<file path="config.mk">
export PLATFORM = sky130hd
export DESIGN_NAME = asn1_sequence_integer_parser
export DESIGN_NICKNAME = d
export VERILOG_FILES = /design/src/design/asn1sp_pkg.sv /design/src/design/asn1_sequence_integer_parser.sv /design/src/design/asn1sp_end_stack.sv
export SDC_FILE = /design/constraint.sdc
export NUM_CORES = 1
export LEC_CHECK = 0
export BUFFER_PORTS_ARGS = -buffer_cell sky130_fd_sc_hd__buf_2
export CORE_MARGIN = 3
export CORE_UTILIZATION = 57
export DETAILED_ROUTE_END_ITERATION = 12
export PLACE_DENSITY_LB_ADDON = 0.05
export SKIP_LAST_GASP = 1
export SLEW_MARGIN = 5
export SYNTH_ARGS = -nofsm -noshare
export SYNTH_HDL_FRONTEND = slang
export SYNTH_SLANG_ARGS = --single-unit
</file>
<file path="constraint.sdc">
create_clock -name clk -period 10.6 [get_ports clk]
set_input_delay 1.06 -clock clk [delete_from_list [all_inputs] [get_ports clk]]
set_output_delay 1.06 -clock clk [all_outputs]
set_load 0.03 [all_outputs]
</file>
<file path="src/design/asn1sp_pkg.sv">
`timescale 1ns / 1ps
`default_nettype none

package asn1sp_pkg;

  // Tags and length-octet masks
  localparam logic [7:0] TAG_SEQ        = 8'h30;
  localparam logic [7:0] TAG_INT        = 8'h02;
  localparam logic [7:0] LEN_LONG_MASK  = 8'h80;
  localparam logic [7:0] LEN_VALUE_MASK = 8'h7F;

  // Widest long-form length accepted, in length octets (at most 8)
  localparam int unsigned MAX_LEN_BYTES = 4;

  localparam int DEPTH_W  = 4;
  localparam int LEVEL_W  = 3;
  localparam int LENCNT_W = 4;

  // Event kinds
  localparam logic [2:0] EV_BEGIN = 3'd0;
  localparam logic [2:0] EV_INT   = 3'd1;
  localparam logic [2:0] EV_END   = 3'd2;
  localparam logic [2:0] EV_ERR   = 3'd3;
  localparam logic [2:0] EV_EMPTY = 3'd4;

  // Error codes
  localparam logic [1:0] ERR_TAG   = 2'd0;
  localparam logic [1:0] ERR_FIT   = 2'd1;
  localparam logic [1:0] ERR_WIDE  = 2'd2;
  localparam logic [1:0] ERR_TRUNC = 2'd3;

  typedef enum logic [2:0] {
    PH_FIRST,
    PH_TAG,
    PH_LEN,
    PH_LONGLEN,
    PH_CONTENT,
    PH_DONE
  } phase_t;

  typedef enum logic [1:0] {
    MD_STEP,
    MD_CLOSE,
    MD_TRUNC
  } mode_t;

  typedef struct packed {
    logic [7:0]  data_byte;
    logic        last_byte;
    logic [15:0] buffer_bytes;
  } in_item_t;

  typedef struct packed {
    logic [2:0]  event_kind;
    logic [2:0]  nesting_level;
    logic [31:0] sequence_length;
    logic [7:0]  value_byte;
    logic        integer_last;
    logic [1:0]  error_code;
    logic        last_result;
  } out_item_t;

  typedef struct packed {
    logic        clear;
    logic        push;
    logic        pop;
    logic [31:0] push_val;
  } stk_cmd_t;

  typedef struct packed {
    logic [DEPTH_W-1:0] depth;
    logic               full;
    logic [31:0]        top;
    logic [31:0]        next;
  } stk_stat_t;

endpackage

`default_nettype wire

</file>
<file path="src/design/asn1_sequence_integer_parser.sv">
`timescale 1ns / 1ps
`default_nettype none

// Channel  | Dir | Handshake          | Request
// ---------+-----+--------------------+--------------------------------------
// in_      | in  | in_valid/in_stall  | one byte of a DER buffer (in_item_t)
// out_     | out | out_valid/out_stall| one parse event (out_item_t)
//
// A byte that causes at most one event is finished in MD_STEP; the engine
// then takes a new byte every cycle unless out_ stalls. Sequence end events
// come from MD_CLOSE, which pops one stack entry per cycle unless out_
// stalls; MD_TRUNC sends a truncation error that follows another event.
// Reset is synchronous and active low; it clears control state and the
// stack depth. A stall on out_ holds the result register and, through the
// engine, the input register; a byte stays there until all its events left.
module asn1_sequence_integer_parser #(
  parameter int MAX_DEPTH = 8
) (
  input  logic                  clk,
  input  logic                  rst_n,
  input  logic                  in_valid,
  output logic                  in_stall,
  input  asn1sp_pkg::in_item_t  in_data,
  output logic                  out_valid,
  input  logic                  out_stall,
  output asn1sp_pkg::out_item_t out_data
);
  import asn1sp_pkg::*;

  // Input register
  logic      hold_valid_r;
  in_item_t  hold_r;

  // Result register
  logic      out_valid_r;
  out_item_t out_r;

  // Parse state
  mode_t               mode_r, mode_nxt;
  phase_t              phase_r;
  logic [31:0]         pos_r;
  logic [31:0]         acc_r;
  logic [LENCNT_W-1:0] lenleft_r;
  logic [31:0]         cont_r;
  logic                is_seq_r;

  stk_cmd_t  stk_cmd;
  stk_stat_t stk;

  logic              slot_free;
  logic              go;
  logic              item_done;
  logic              reset_all;

  logic [7:0]        b;
  logic [6:0]        n_len;
  logic [31:0]       pos_inc;
  logic [31:0]       buf32;
  logic [31:0]       acc_sat;
  logic [LENCNT_W-1:0] ll_dec;
  logic [31:0]       ld_len;
  logic              fit_bad;
  logic [31:0]       end_val;
  logic              int_close;
  phase_t            settle_phase;

  // Step results
  phase_t              s_phase;
  logic [31:0]         s_acc;
  logic [LENCNT_W-1:0] s_lenleft;
  logic [31:0]         s_cont;
  logic                s_is_seq;
  logic                s_ev_valid;
  out_item_t           s_ev;
  logic                s_push;
  logic                s_close;
  logic                ld;

  // Close loop and emit
  logic [DEPTH_W-1:0] dm1;
  logic               more_close;
  phase_t             c_phase;
  logic               trunc_step;
  logic               trunc_close;
  out_item_t          trunc_ev;
  out_item_t          end_ev;
  logic               emit_valid;
  out_item_t          emit_data;

  asn1sp_end_stack #(
    .MAX_DEPTH(MAX_DEPTH)
  ) u_stack (
    .clk  (clk),
    .rst_n(rst_n),
    .cmd  (stk_cmd),
    .stat (stk)
  );

  // ---------------------------------------------------------------------
  // Handshake
  // ---------------------------------------------------------------------
  assign slot_free = !out_valid_r || !out_stall;
  assign go        = hold_valid_r && slot_free;
  assign in_stall  = hold_valid_r && !(go && item_done);
  assign out_valid = out_valid_r;
  assign out_data  = out_r;

  always_ff @(posedge clk) begin
    if (!rst_n) begin
      hold_valid_r <= 1'b0;
    end else if (in_valid && !in_stall) begin
      hold_valid_r <= 1'b1;
    end else if (go && item_done) begin
      hold_valid_r <= 1'b0;
    end
  end

  always_ff @(posedge clk) begin
    if (in_valid && !in_stall) begin
      hold_r <= in_data;
    end
  end

  // ---------------------------------------------------------------------
  // Shared datapath for one byte
  // ---------------------------------------------------------------------
  assign b       = hold_r.data_byte;
  assign n_len   = b[6:0] & LEN_VALUE_MASK[6:0];
  assign pos_inc = (pos_r == '1) ? pos_r : pos_r + 32'd1;
  assign buf32   = {16'd0, hold_r.buffer_bytes};
  // Saturate a long-form length that overflows 32 bits
  assign acc_sat = (acc_r > 32'h00FF_FFFF) ? '1 : {acc_r[23:0], b};
  assign ll_dec  = lenleft_r - LENCNT_W'(1);
  assign ld_len  = (phase_r == PH_LONGLEN) ? acc_sat :
                   ((b & LEN_LONG_MASK) != '0) ? 32'd0 : {25'd0, n_len};
  assign fit_bad = (pos_inc > buf32) || (ld_len > (buf32 - pos_inc));
  assign end_val = pos_inc + ld_len;
  // An element inside the current sequence ended: does the sequence too?
  assign int_close    = (stk.depth != '0) && (stk.top <= pos_inc);
  assign settle_phase = (stk.depth != '0) ? PH_TAG : PH_DONE;

  always_comb begin
    s_phase    = phase_r;
    s_acc      = acc_r;
    s_lenleft  = lenleft_r;
    s_cont     = cont_r;
    s_is_seq   = is_seq_r;
    s_ev_valid = 1'b0;
    s_ev       = '0;
    s_push     = 1'b0;
    s_close    = 1'b0;
    ld         = 1'b0;

    unique case (phase_r)
      PH_FIRST: begin
        if (b == TAG_SEQ) begin
          s_is_seq = 1'b1;
          s_phase  = PH_LEN;
        end else begin
          s_ev_valid       = 1'b1;
          s_ev.event_kind  = EV_ERR;
          s_ev.error_code  = ERR_TAG;
          s_phase          = PH_DONE;
        end
      end
      PH_TAG: begin
        if (b == TAG_SEQ && !stk.full) begin
          s_is_seq = 1'b1;
          s_phase  = PH_LEN;
        end else if (b == TAG_INT) begin
          s_is_seq = 1'b0;
          s_phase  = PH_LEN;
        end else begin
          s_ev_valid       = 1'b1;
          s_ev.event_kind  = EV_ERR;
          s_ev.error_code  = ERR_TAG;
          s_phase          = PH_DONE;
        end
      end
      PH_LEN: begin
        if ((b & LEN_LONG_MASK) != '0) begin
          if (n_len > 7'(MAX_LEN_BYTES)) begin
            s_ev_valid       = 1'b1;
            s_ev.event_kind  = EV_ERR;
            s_ev.error_code  = ERR_WIDE;
            s_phase          = PH_DONE;
          end else if (n_len == '0) begin
            s_acc = '0;
            ld    = 1'b1;
          end else begin
            s_acc     = '0;
            s_lenleft = n_len[LENCNT_W-1:0];
            s_phase   = PH_LONGLEN;
          end
        end else begin
          s_acc = ld_len;
          ld    = 1'b1;
        end
      end
      PH_LONGLEN: begin
        s_acc     = acc_sat;
        s_lenleft = ll_dec;
        if (ll_dec == '0) begin
          ld = 1'b1;
        end
      end
      PH_CONTENT: begin
        s_cont            = cont_r - 32'd1;
        s_ev_valid        = 1'b1;
        s_ev.event_kind   = EV_INT;
        s_ev.value_byte   = b;
        s_ev.integer_last = (cont_r == 32'd1);
        if (cont_r == 32'd1) begin
          if (int_close) begin
            s_close = 1'b1;
          end else begin
            s_phase = settle_phase;
          end
        end
      end
      PH_DONE: begin
        s_phase = PH_DONE;
      end
      default: begin
        s_phase = PH_DONE;
      end
    endcase

    // Declared length is complete: check it and open the element
    if (ld) begin
      if (fit_bad) begin
        s_ev_valid      = 1'b1;
        s_ev            = '0;
        s_ev.event_kind = EV_ERR;
        s_ev.error_code = ERR_FIT;
        s_phase         = PH_DONE;
      end else if (is_seq_r) begin
        if (stk.full) begin
          s_ev_valid      = 1'b1;
          s_ev            = '0;
          s_ev.event_kind = EV_ERR;
          s_ev.error_code = ERR_TAG;
          s_phase         = PH_DONE;
        end else begin
          s_ev_valid           = 1'b1;
          s_ev                 = '0;
          s_ev.event_kind      = EV_BEGIN;
          s_ev.nesting_level   = stk.depth[LEVEL_W-1:0];
          s_ev.sequence_length = ld_len;
          s_push               = 1'b1;
          // An empty sequence closes on the byte that opened it
          if (ld_len == '0) begin
            s_close = 1'b1;
          end else begin
            s_phase = PH_TAG;
          end
        end
      end else if (ld_len == '0) begin
        s_ev_valid      = 1'b1;
        s_ev            = '0;
        s_ev.event_kind = EV_EMPTY;
        if (int_close) begin
          s_close = 1'b1;
        end else begin
          s_phase = settle_phase;
        end
      end else begin
        s_cont  = ld_len;
        s_phase = PH_CONTENT;
      end
    end
  end

  // ---------------------------------------------------------------------
  // Close loop helpers
  // ---------------------------------------------------------------------
  assign dm1         = stk.depth - DEPTH_W'(1);
  assign more_close  = (stk.depth >= DEPTH_W'(2)) && (stk.next <= pos_r);
  assign c_phase     = (dm1 != '0) ? PH_TAG : PH_DONE;
  assign trunc_step  = hold_r.last_byte && (s_phase != PH_DONE);
  assign trunc_close = hold_r.last_byte && (c_phase != PH_DONE);

  always_comb begin
    trunc_ev             = '0;
    trunc_ev.event_kind  = EV_ERR;
    trunc_ev.error_code  = ERR_TRUNC;
    trunc_ev.last_result = 1'b1;
    end_ev               = '0;
    end_ev.event_kind    = EV_END;
    end_ev.nesting_level = dm1[LEVEL_W-1:0];
  end

  // Next mode
  always_comb begin
    mode_nxt = mode_r;
    unique case (mode_r)
      MD_STEP: begin
        if (s_close) begin
          mode_nxt = MD_CLOSE;
        end else if (trunc_step && s_ev_valid) begin
          mode_nxt = MD_TRUNC;
        end
      end
      MD_CLOSE: begin
        if (!more_close) begin
          mode_nxt = trunc_close ? MD_TRUNC : MD_STEP;
        end
      end
      MD_TRUNC: begin
        mode_nxt = MD_STEP;
      end
      default: begin
        mode_nxt = MD_STEP;
      end
    endcase
  end

  // Events and completion for the current mode
  always_comb begin
    emit_valid = 1'b0;
    emit_data  = '0;
    item_done  = 1'b0;
    unique case (mode_r)
      MD_STEP: begin
        if (s_close) begin
          emit_valid = s_ev_valid;
          emit_data  = s_ev;
        end else if (trunc_step) begin
          if (s_ev_valid) begin
            emit_valid = 1'b1;
            emit_data  = s_ev;
          end else begin
            emit_valid = 1'b1;
            emit_data  = trunc_ev;
            item_done  = 1'b1;
          end
        end else begin
          emit_valid            = s_ev_valid;
          emit_data             = s_ev;
          emit_data.last_result = 1'b1;
          item_done             = 1'b1;
        end
      end
      MD_CLOSE: begin
        emit_valid = 1'b1;
        emit_data  = end_ev;
        if (!more_close && !trunc_close) begin
          emit_data.last_result = 1'b1;
          item_done             = 1'b1;
        end
      end
      MD_TRUNC: begin
        emit_valid = 1'b1;
        emit_data  = trunc_ev;
        item_done  = 1'b1;
      end
      default: begin
        item_done = 1'b1;
      end
    endcase
  end

  // Buffer end returns the parser to its reset state
  assign reset_all = go && item_done && hold_r.last_byte;

  always_comb begin
    stk_cmd          = '0;
    stk_cmd.clear    = reset_all;
    stk_cmd.push_val = end_val;
    if (go && mode_r == MD_STEP) begin
      stk_cmd.push = s_push;
    end
    if (go && mode_r == MD_CLOSE) begin
      stk_cmd.pop = 1'b1;
    end
  end

  // ---------------------------------------------------------------------
  // State registers
  // ---------------------------------------------------------------------
  // A finished byte always moves the mode back to MD_STEP
  always_ff @(posedge clk) begin
    if (!rst_n) begin
      mode_r    <= MD_STEP;
      phase_r   <= PH_FIRST;
      pos_r     <= '0;
      acc_r     <= '0;
      lenleft_r <= '0;
      cont_r    <= '0;
      is_seq_r  <= 1'b0;
    end else if (go) begin
      mode_r <= mode_nxt;
      if (reset_all) begin
        phase_r   <= PH_FIRST;
        pos_r     <= '0;
        acc_r     <= '0;
        lenleft_r <= '0;
        cont_r    <= '0;
        is_seq_r  <= 1'b0;
      end else if (mode_r == MD_STEP) begin
        phase_r   <= s_phase;
        pos_r     <= pos_inc;
        acc_r     <= s_acc;
        lenleft_r <= s_lenleft;
        cont_r    <= s_cont;
        is_seq_r  <= s_is_seq;
      end else if (mode_r == MD_CLOSE && !more_close) begin
        phase_r <= c_phase;
      end
    end
  end

  // Result register: advance when empty or taken
  always_ff @(posedge clk) begin
    if (!rst_n) begin
      out_valid_r <= 1'b0;
    end else if (slot_free) begin
      out_valid_r <= go && emit_valid;
    end
  end

  always_ff @(posedge clk) begin
    if (slot_free && go && emit_valid) begin
      out_r <= emit_data;
    end
  end

endmodule

`default_nettype wire

</file>
<file path="src/design/asn1sp_end_stack.sv">
`timescale 1ns / 1ps
`default_nettype none

// Stack of sequence end offsets. The innermost entry lives in its own
// register; the entry below it is read from the array at one address.
module asn1sp_end_stack #(
  parameter int MAX_DEPTH = 8
) (
  input  logic                  clk,
  input  logic                  rst_n,
  input  asn1sp_pkg::stk_cmd_t  cmd,
  output asn1sp_pkg::stk_stat_t stat
);
  import asn1sp_pkg::*;

  localparam int LIMIT = (MAX_DEPTH < 8) ? MAX_DEPTH : 8;
  localparam int SLOTS = (LIMIT > 1) ? LIMIT - 1 : 1;
  localparam int IDX_W = (SLOTS > 1) ? $clog2(SLOTS) : 1;

  logic [DEPTH_W-1:0] depth_r;
  logic [31:0]        top_r;
  logic [31:0]        below_r [SLOTS];
  logic [DEPTH_W-1:0] dm1;
  logic [DEPTH_W-1:0] dm2;
  logic [IDX_W-1:0]   wr_idx;
  logic [IDX_W-1:0]   rd_idx;
  logic               has_below;

  assign dm1       = depth_r - DEPTH_W'(1);
  assign dm2       = depth_r - DEPTH_W'(2);
  assign wr_idx    = dm1[IDX_W-1:0];
  assign rd_idx    = dm2[IDX_W-1:0];
  assign has_below = (depth_r >= DEPTH_W'(2));

  always_ff @(posedge clk) begin
    if (!rst_n) begin
      depth_r <= '0;
    end else if (cmd.clear) begin
      depth_r <= '0;
    end else if (cmd.push) begin
      depth_r <= depth_r + DEPTH_W'(1);
    end else if (cmd.pop) begin
      depth_r <= dm1;
    end
  end

  // Push: old top moves down. Pop: entry below moves up.
  always_ff @(posedge clk) begin
    if (cmd.push && !cmd.clear) begin
      top_r <= cmd.push_val;
      if (depth_r != '0) begin
        below_r[wr_idx] <= top_r;
      end
    end else if (cmd.pop && has_below) begin
      top_r <= below_r[rd_idx];
    end
  end

  always_comb begin
    stat.depth = depth_r;
    stat.full  = (depth_r >= DEPTH_W'(LIMIT));
    stat.top   = top_r;
    stat.next  = has_below ? below_r[rd_idx] : '0;
  end

endmodule

`default_nettype wire

</file>
# == After elaboration in Yosys (flattened, before gate mapping) ==
# Memory sizes are Yosys's and may differ from the RTL's.
# Index checks and enable logic that the tools add are counted.
# totals
word_cells,235
mem_count,1
mem_bits_ro,0
inputBits,29
latch_bits,0
register_bits,219
mem_bits_rw,224
output_inout_bits,52
# memory_table
name,words,word_bits,read_ports,rd_ports_with_merged_regs,wr,line_no,text
u_stack.below_r,7,32,1,0,1,asn1sp_end_stack.sv:22,logic [31:0] below_r [SLOTS];
# op_classes
n_mux,124
n_bitwise,1
mul,0
n_shift,0
div_mod_pow,0
addsub,8
eq_ne,20
order_cmp,8
reduce_logical,52
# op_table
cell,n
32-bit 2-to-1 mux,19
50-bit 2-to-1 mux,7
50-bit one-hot mux with 3 select lines,1
32-bit <= comparator,2
32-bit one-hot mux with 2 select lines,1
3-bit 2-to-1 mux,20
49-bit 2-to-1 mux,1
1-bit 2-to-1 mux,45
32-bit by 1-bit adder with 32-bit output (second input constant),1
32-bit adder,1
32-bit by 1-bit equality test with 1-bit output (second input constant),1
32-bit equality test (second input constant),1
32-bit by 16-bit > comparator with 1-bit output,1
32-bit by 24-bit > comparator with 1-bit output (second input constant),1
32-bit > comparator,1
32-bit logical NOT,1
16-bit by 32-bit subtractor with 32-bit output,1
32-bit by 1-bit subtractor with 32-bit output (second input constant),1
4-bit 2-to-1 mux,7
2-bit 2-to-1 mux,12
3-bit != test (second input constant),7
1-bit logical AND,20
3-bit one-hot mux with 5 select lines,1
9-bit 2-to-1 mux,1
37 further kinds,59

# == Logic depth before layout (Yosys ltp) ==
# depth
depth_word,23
mapped_depth,37
ltp_nobuf,33

# == By module ==
# From an unflattened synthesis, not the netlist that was laid out.
# unflattened
cells_unflattened,2385
area_unflattened_um2,24638.6
# modules_own_cells
mod,cells_per_inst,seq_area_each_um2,area_per_inst_um2,n_inst
asn1_sequence_integer_parser,1751,4414.2,14228.6,1
asn1sp_end_stack,634,7767.4,10410.0,1

# == Least setup slack after synthesis ==
# OpenSTA, ideal clock, no wires.
# synth_timing
path_kind,register to register
start,register pos_r[25]
end,"register out_r, in the netlist out_data[0], enable pin"
setup_slack_ps,-43
path_buffers,4
setup_ps,519
path_stages_with_launch,35
required_time_ps,10081
arrival_time_ps,10123
synth_period_minus_slack_ps,10643
cell_sequence,dfxtp_1 -> clkbuf_1 -> nand3_1 -> or4_4 -> buf_6 -> nor3_4 -> buf_2 -> xnor2_1 -> ha_1 -> nand2b_1 -> nand2_1 -> a31oi_1 -> nor4_1 -> a221oi_1 -> o311ai_0 -> nand3_1 -> o311ai_0 -> a21oi_1 -> or2_2 -> clkbuf_1 -> nor2_1 -> xnor2_1 -> ha_1 -> a21o_1 -> a2111oi_0 -> o21ai_0 -> o311a_1 -> a211oi_1 -> o21ai_0 -> a211o_1 -> o41a_1 -> o21ai_0 -> a31o_2 -> a21oi_1 -> nor3_1
# synth_via
elab_chain_cells,18
word_cells_on_any_way,37
classes_between,2 x add/sub; 3 x order compare; 2 x eq/ne; 26 x mux; 4 x reduce/logical
# synth_lines
element,line_no,text
"start, declared",asn1_sequence_integer_parser.sv:41,logic [31:0] pos_r;
"start signal, assigned",asn1_sequence_integer_parser.sv:402,pos_r <= pos_inc;
32-bit by 1-bit adder with 32-bit output or 32-bit equality test (tied branches),asn1_sequence_integer_parser.sv:129,assign pos_inc = (pos_r == '1) ? pos_r : pos_r + 32'd1;
32-bit 2-to-1 mux *,asn1_sequence_integer_parser.sv:129,
branches (longest 13 deep; another with 16-bit by 32-bit subtractor with 32-bit output),n/a,
1-bit 2-to-1 mux *,asn1_sequence_integer_parser.sv:325,if (s_close) begin
1-bit one-hot mux with 2 select lines *,asn1_sequence_integer_parser.sv:323,unique case (mode_r)
1-bit logical AND *,asn1_sequence_integer_parser.sv:423,if (slot_free && go && emit_valid) begin
"end signal, assigned",asn1_sequence_integer_parser.sv:424,out_r <= emit_data;
"end, declared",asn1_sequence_integer_parser.sv:36,out_item_t out_r;
# Mark *: on every way between the ends.
# A chain may end at the register's enable or synchronous reset.

# == Worst setup path in the final report ==
# layout_timing
start,register pos_r[18]
end,output port in_stall
# layout_via
elab_chain_cells,20
word_cells_on_any_way,45
classes_between,2 x add/sub; 4 x order compare; 2 x eq/ne; 28 x mux; 9 x reduce/logical
# layout_lines
element,line_no,text
branches (longest 16 deep; another with 32-bit by 1-bit adder with 32-bit output),n/a,
1-bit one-hot mux with 2 select lines *,asn1_sequence_integer_parser.sv:323,
1-bit logical AND *,asn1_sequence_integer_parser.sv:104,assign in_stall = hold_valid_r && !(go && item_done);
1-bit logical NOT *,asn1_sequence_integer_parser.sv:104,
1-bit logical AND *,asn1_sequence_integer_parser.sv:104,
"end, declared",asn1_sequence_integer_parser.sv:22,"output logic in_stall,"
# Marked as above.

==> flow_summary.json <==
{
  "status": "completed",
  "seq_power_share_pct": 47.8,
  "utilization_pct": 64.5,
  "slew_headroom_pct": 20.4,
  "ir_worst_vdd_mv": 0.130,
  "antenna_found_initial": 0,
  "fin_nets": 2611,
  "startpoint_type": "flip-flop",
  "vias": 19389,
  "synthArstFlopShare_pct": 0,
  "place_hpwl_mm": 52.7,
  "yosysUniqueCellTypes": 86,
  "cts_buffer_depth": 3,
  "start_util_pct": 58.5,
  "die_area_mm2": 0.0461,
  "syn-num-nets": 2560,
  "crit_start": "pos_r[18]",
  "row_count": 75,
  "syn2layout_area_growth_pct": 10.4,
  "clk_latency_ns": 0.59,
  "dr.first_iter.drc_count": 1966,
  "gp_congestion": 0.956,
  "clkPwrFrac_pct": 42.7,
  "syn_avg_cell_area_um2": 10.4,
  "end_kind": "output port",
  "rr_startpoint": "pos_r[4]",
  "cts_setup_buffers": 0,
  "stdcell_count": 3047,
  "total_power_mw": 3.99,
  "placedCellCount": 2966,
  "cts.clk_slew.worst_paths_ns": 0.07,
  "finalCriticalPeriod_ns": 9.88,
  "p_int_mw": 3.03,
  "crit_path_max_incr_delay_ns": 0.70,
  "setup_viol": 0,
  "hold_path_startpoint": "acc_r[1]",
  "drive_gt1_share_pct": 11.1,
  "cts_buffers": 45,
  "setup_ws_ns": 0.723,
  "cts_resized": 0,
  "final.period_utilization_pct": 93.2,
  "hold_ws_ns": 0.480,
  "ys_seq_elements": 443,
  "critPathMaxFanout": 11,
  "switching_share_pct": 24.1,
  "io_buffers": 80,
  "grt_pass1_vias": 18738,
  "hp-class": "flip-flop to flip-flop",
  "drc_errors": 0,
  "synth_edf_count": 331,
  "track_usage_pct": 30.8,
  "power.switching_mw": 0.962,
  "placed_area_mm2": 0.0258,
  "wl_per_cell_um": 23.6,
  "syn_area_mm2": 0.0248,
  "fmaxAchievable_mhz": 101,
  "synthTopCellsByArea": "edfxtp_1 (40%), dfxtp_1 (9.0%), ha_1 (7.4%), nor2_1 (4.7%), xnor2_1 (3.9%)",
  "htreeDepth": 2,
  "yosys.area.top_type": "edfxtp_1",
  "cts_tree": "done",
  "ant_nets": 0,
  "fin_setup_tns_ns": 0,
  "core-area_mm2": 0.0425,
  "required_ns": 9.54,
  "cts_sinks": 443,
  "fp.dieH_um": 215,
  "dieWidth_um": 215,
  "power.density_mw_per_mm2": 145,
  "synth_top_area_share_pct": 40.0,
  "power_leakage_nw": 9.99,
  "num_io_pins": 81,
  "yosysWarnings": 0,
  "clock_skew_ns": 0.0254,
  "synth_ff_type": "edfxtp_1",
  "worstMarginPinSlew_ns": 1.19,
  "dr.pass1.iters": 5,
  "maxCapViolCount": 0,
  "drv_slew": 0,
  "routed_via_density": 6.36,
  "hold_violations": 0,
  "yosysSeqAreaShare_pct": 49.0,
  "worst_path_max_delay_cell": "or4_4",
  "postLayoutCellArea_mm2": 0.0274,
  "grt_pass1_wl_mm": 111,
  "gr-total-overflow": 0,
  "share_comb_of_total_power_pct": 9.6,
  "grt_max_degree": 94,
  "holdBufCountCts": 0,
  "yosysMostFrequentCell": "edfxtp_1",
  "worst-setup-path-type": "flip-flop to output port",
  "arrival_ns": 8.82,
  "routed_wl_mm": 71.8,
  "synth_cells": 2385,
  "yosys-top-cells-count": "edfxtp_1 (331), nor2_1 (313), a21oi_1 (159)",
  "post-place-ws_ns": 1.10,
  "grt_setup_unrepaired": "no",
  "cts_root_buf": "clkbuf_16",
  "diodes": 0
}
[cells by family (layout without fill, tap and decap cells)]
group,count (synthesis),count (layout),share of synthesized area [%]
buffers and inverters,252,337,4.04
DFF,443,443,49.0
muxes,97,97,5.52
xor gates and xnor gates,126,126,4.47
AOI/OAI and AO/OA,572,572,14.9
and+or+nand+nor,746,746,14.6
adders and majority gates,149,149,7.47
[area by class of cell]
class	count	area, um^2
clock buffer	56	1220
tap	577	722
timing repair buffer	117	678
fill	3400	15100
sequential	443	12200
clock inverter	25	363
multi-input combinational	1690	11700
inverter	139	522
[layout by cell type, fill, tap and decap left out, types with 38 or more instances in the layout]
master     instances
a21oi_1          159
ha_1             145
inv_1            135
mux2i_1           65
edfxtp_1         331
clkbuf_16         46
nor3_1            57
nand3_1           53
buf_2             80
a211oi_1          74
nor2_1           312
dfxtp_1          110
a21o_1            38
nand2_1          106
o21ai_0          111
xnor2_1          111
[worst paths after layout]
kind         depth (start not counted)                     end  slack, ns
max reg2reg                         34  u_stack.below_r[0][15]       0.90
min                                  2                acc_r[1]       0.48
max                                 31                in_stall       0.72
min reg2reg                          2                acc_r[1]       0.48
[registers in the layout (all words and copies together) (netlist names), 2 cells and up]
| name | cells |
|---|---|
| cont_r | 32 |
| u_stack.top_r | 32 |
| phase_r | 3 |
| b | 8 |
| mode_r | 2 |
| out_data | 50 |
| u_stack.below_r | 224 |
| lenleft_r | 4 |
| u_stack.depth_r | 4 |
| buf32 | 16 |
| pos_r | 32 |
| acc_r | 32 |
[layer usage]
metal,routed length [um],up-vias,GRT usage (%)
met5,0,-,0
met4,2760,0,11.4
met3,4500,135,3.38
met2,33000,770,49.1
met1,31500,9479,43.8
li1,-,9005,-
[power groups by stage]
stage	logic (mW)	clock network (mW)	registers [mW]
floorplan	0.244	0	1.96
global placement	0.371	0	1.94
detailed placement	0.374	0	1.94
CTS	0.376	1.72	1.90
global route	0.418	1.79	1.91
finish	0.381	1.70	1.91
[worst max-delay path, delay by kind of cell (launching register included)]
| family | cells | cell delay (ns) |
|---|---|---|
| adder cells (fa/ha/maj) | 2 | 0.57 |
| buffers and inverters | 2 | 0.25 |
| AND/OR/NAND/NOR | 13 | 3.48 |
| AO/OA/AOI/OAI | 12 | 3.04 |
| flip-flops | 1 | 0.52 |
| XOR/XNOR | 2 | 0.32 |
No activity file was read; power rests on OpenSTA's default activity.
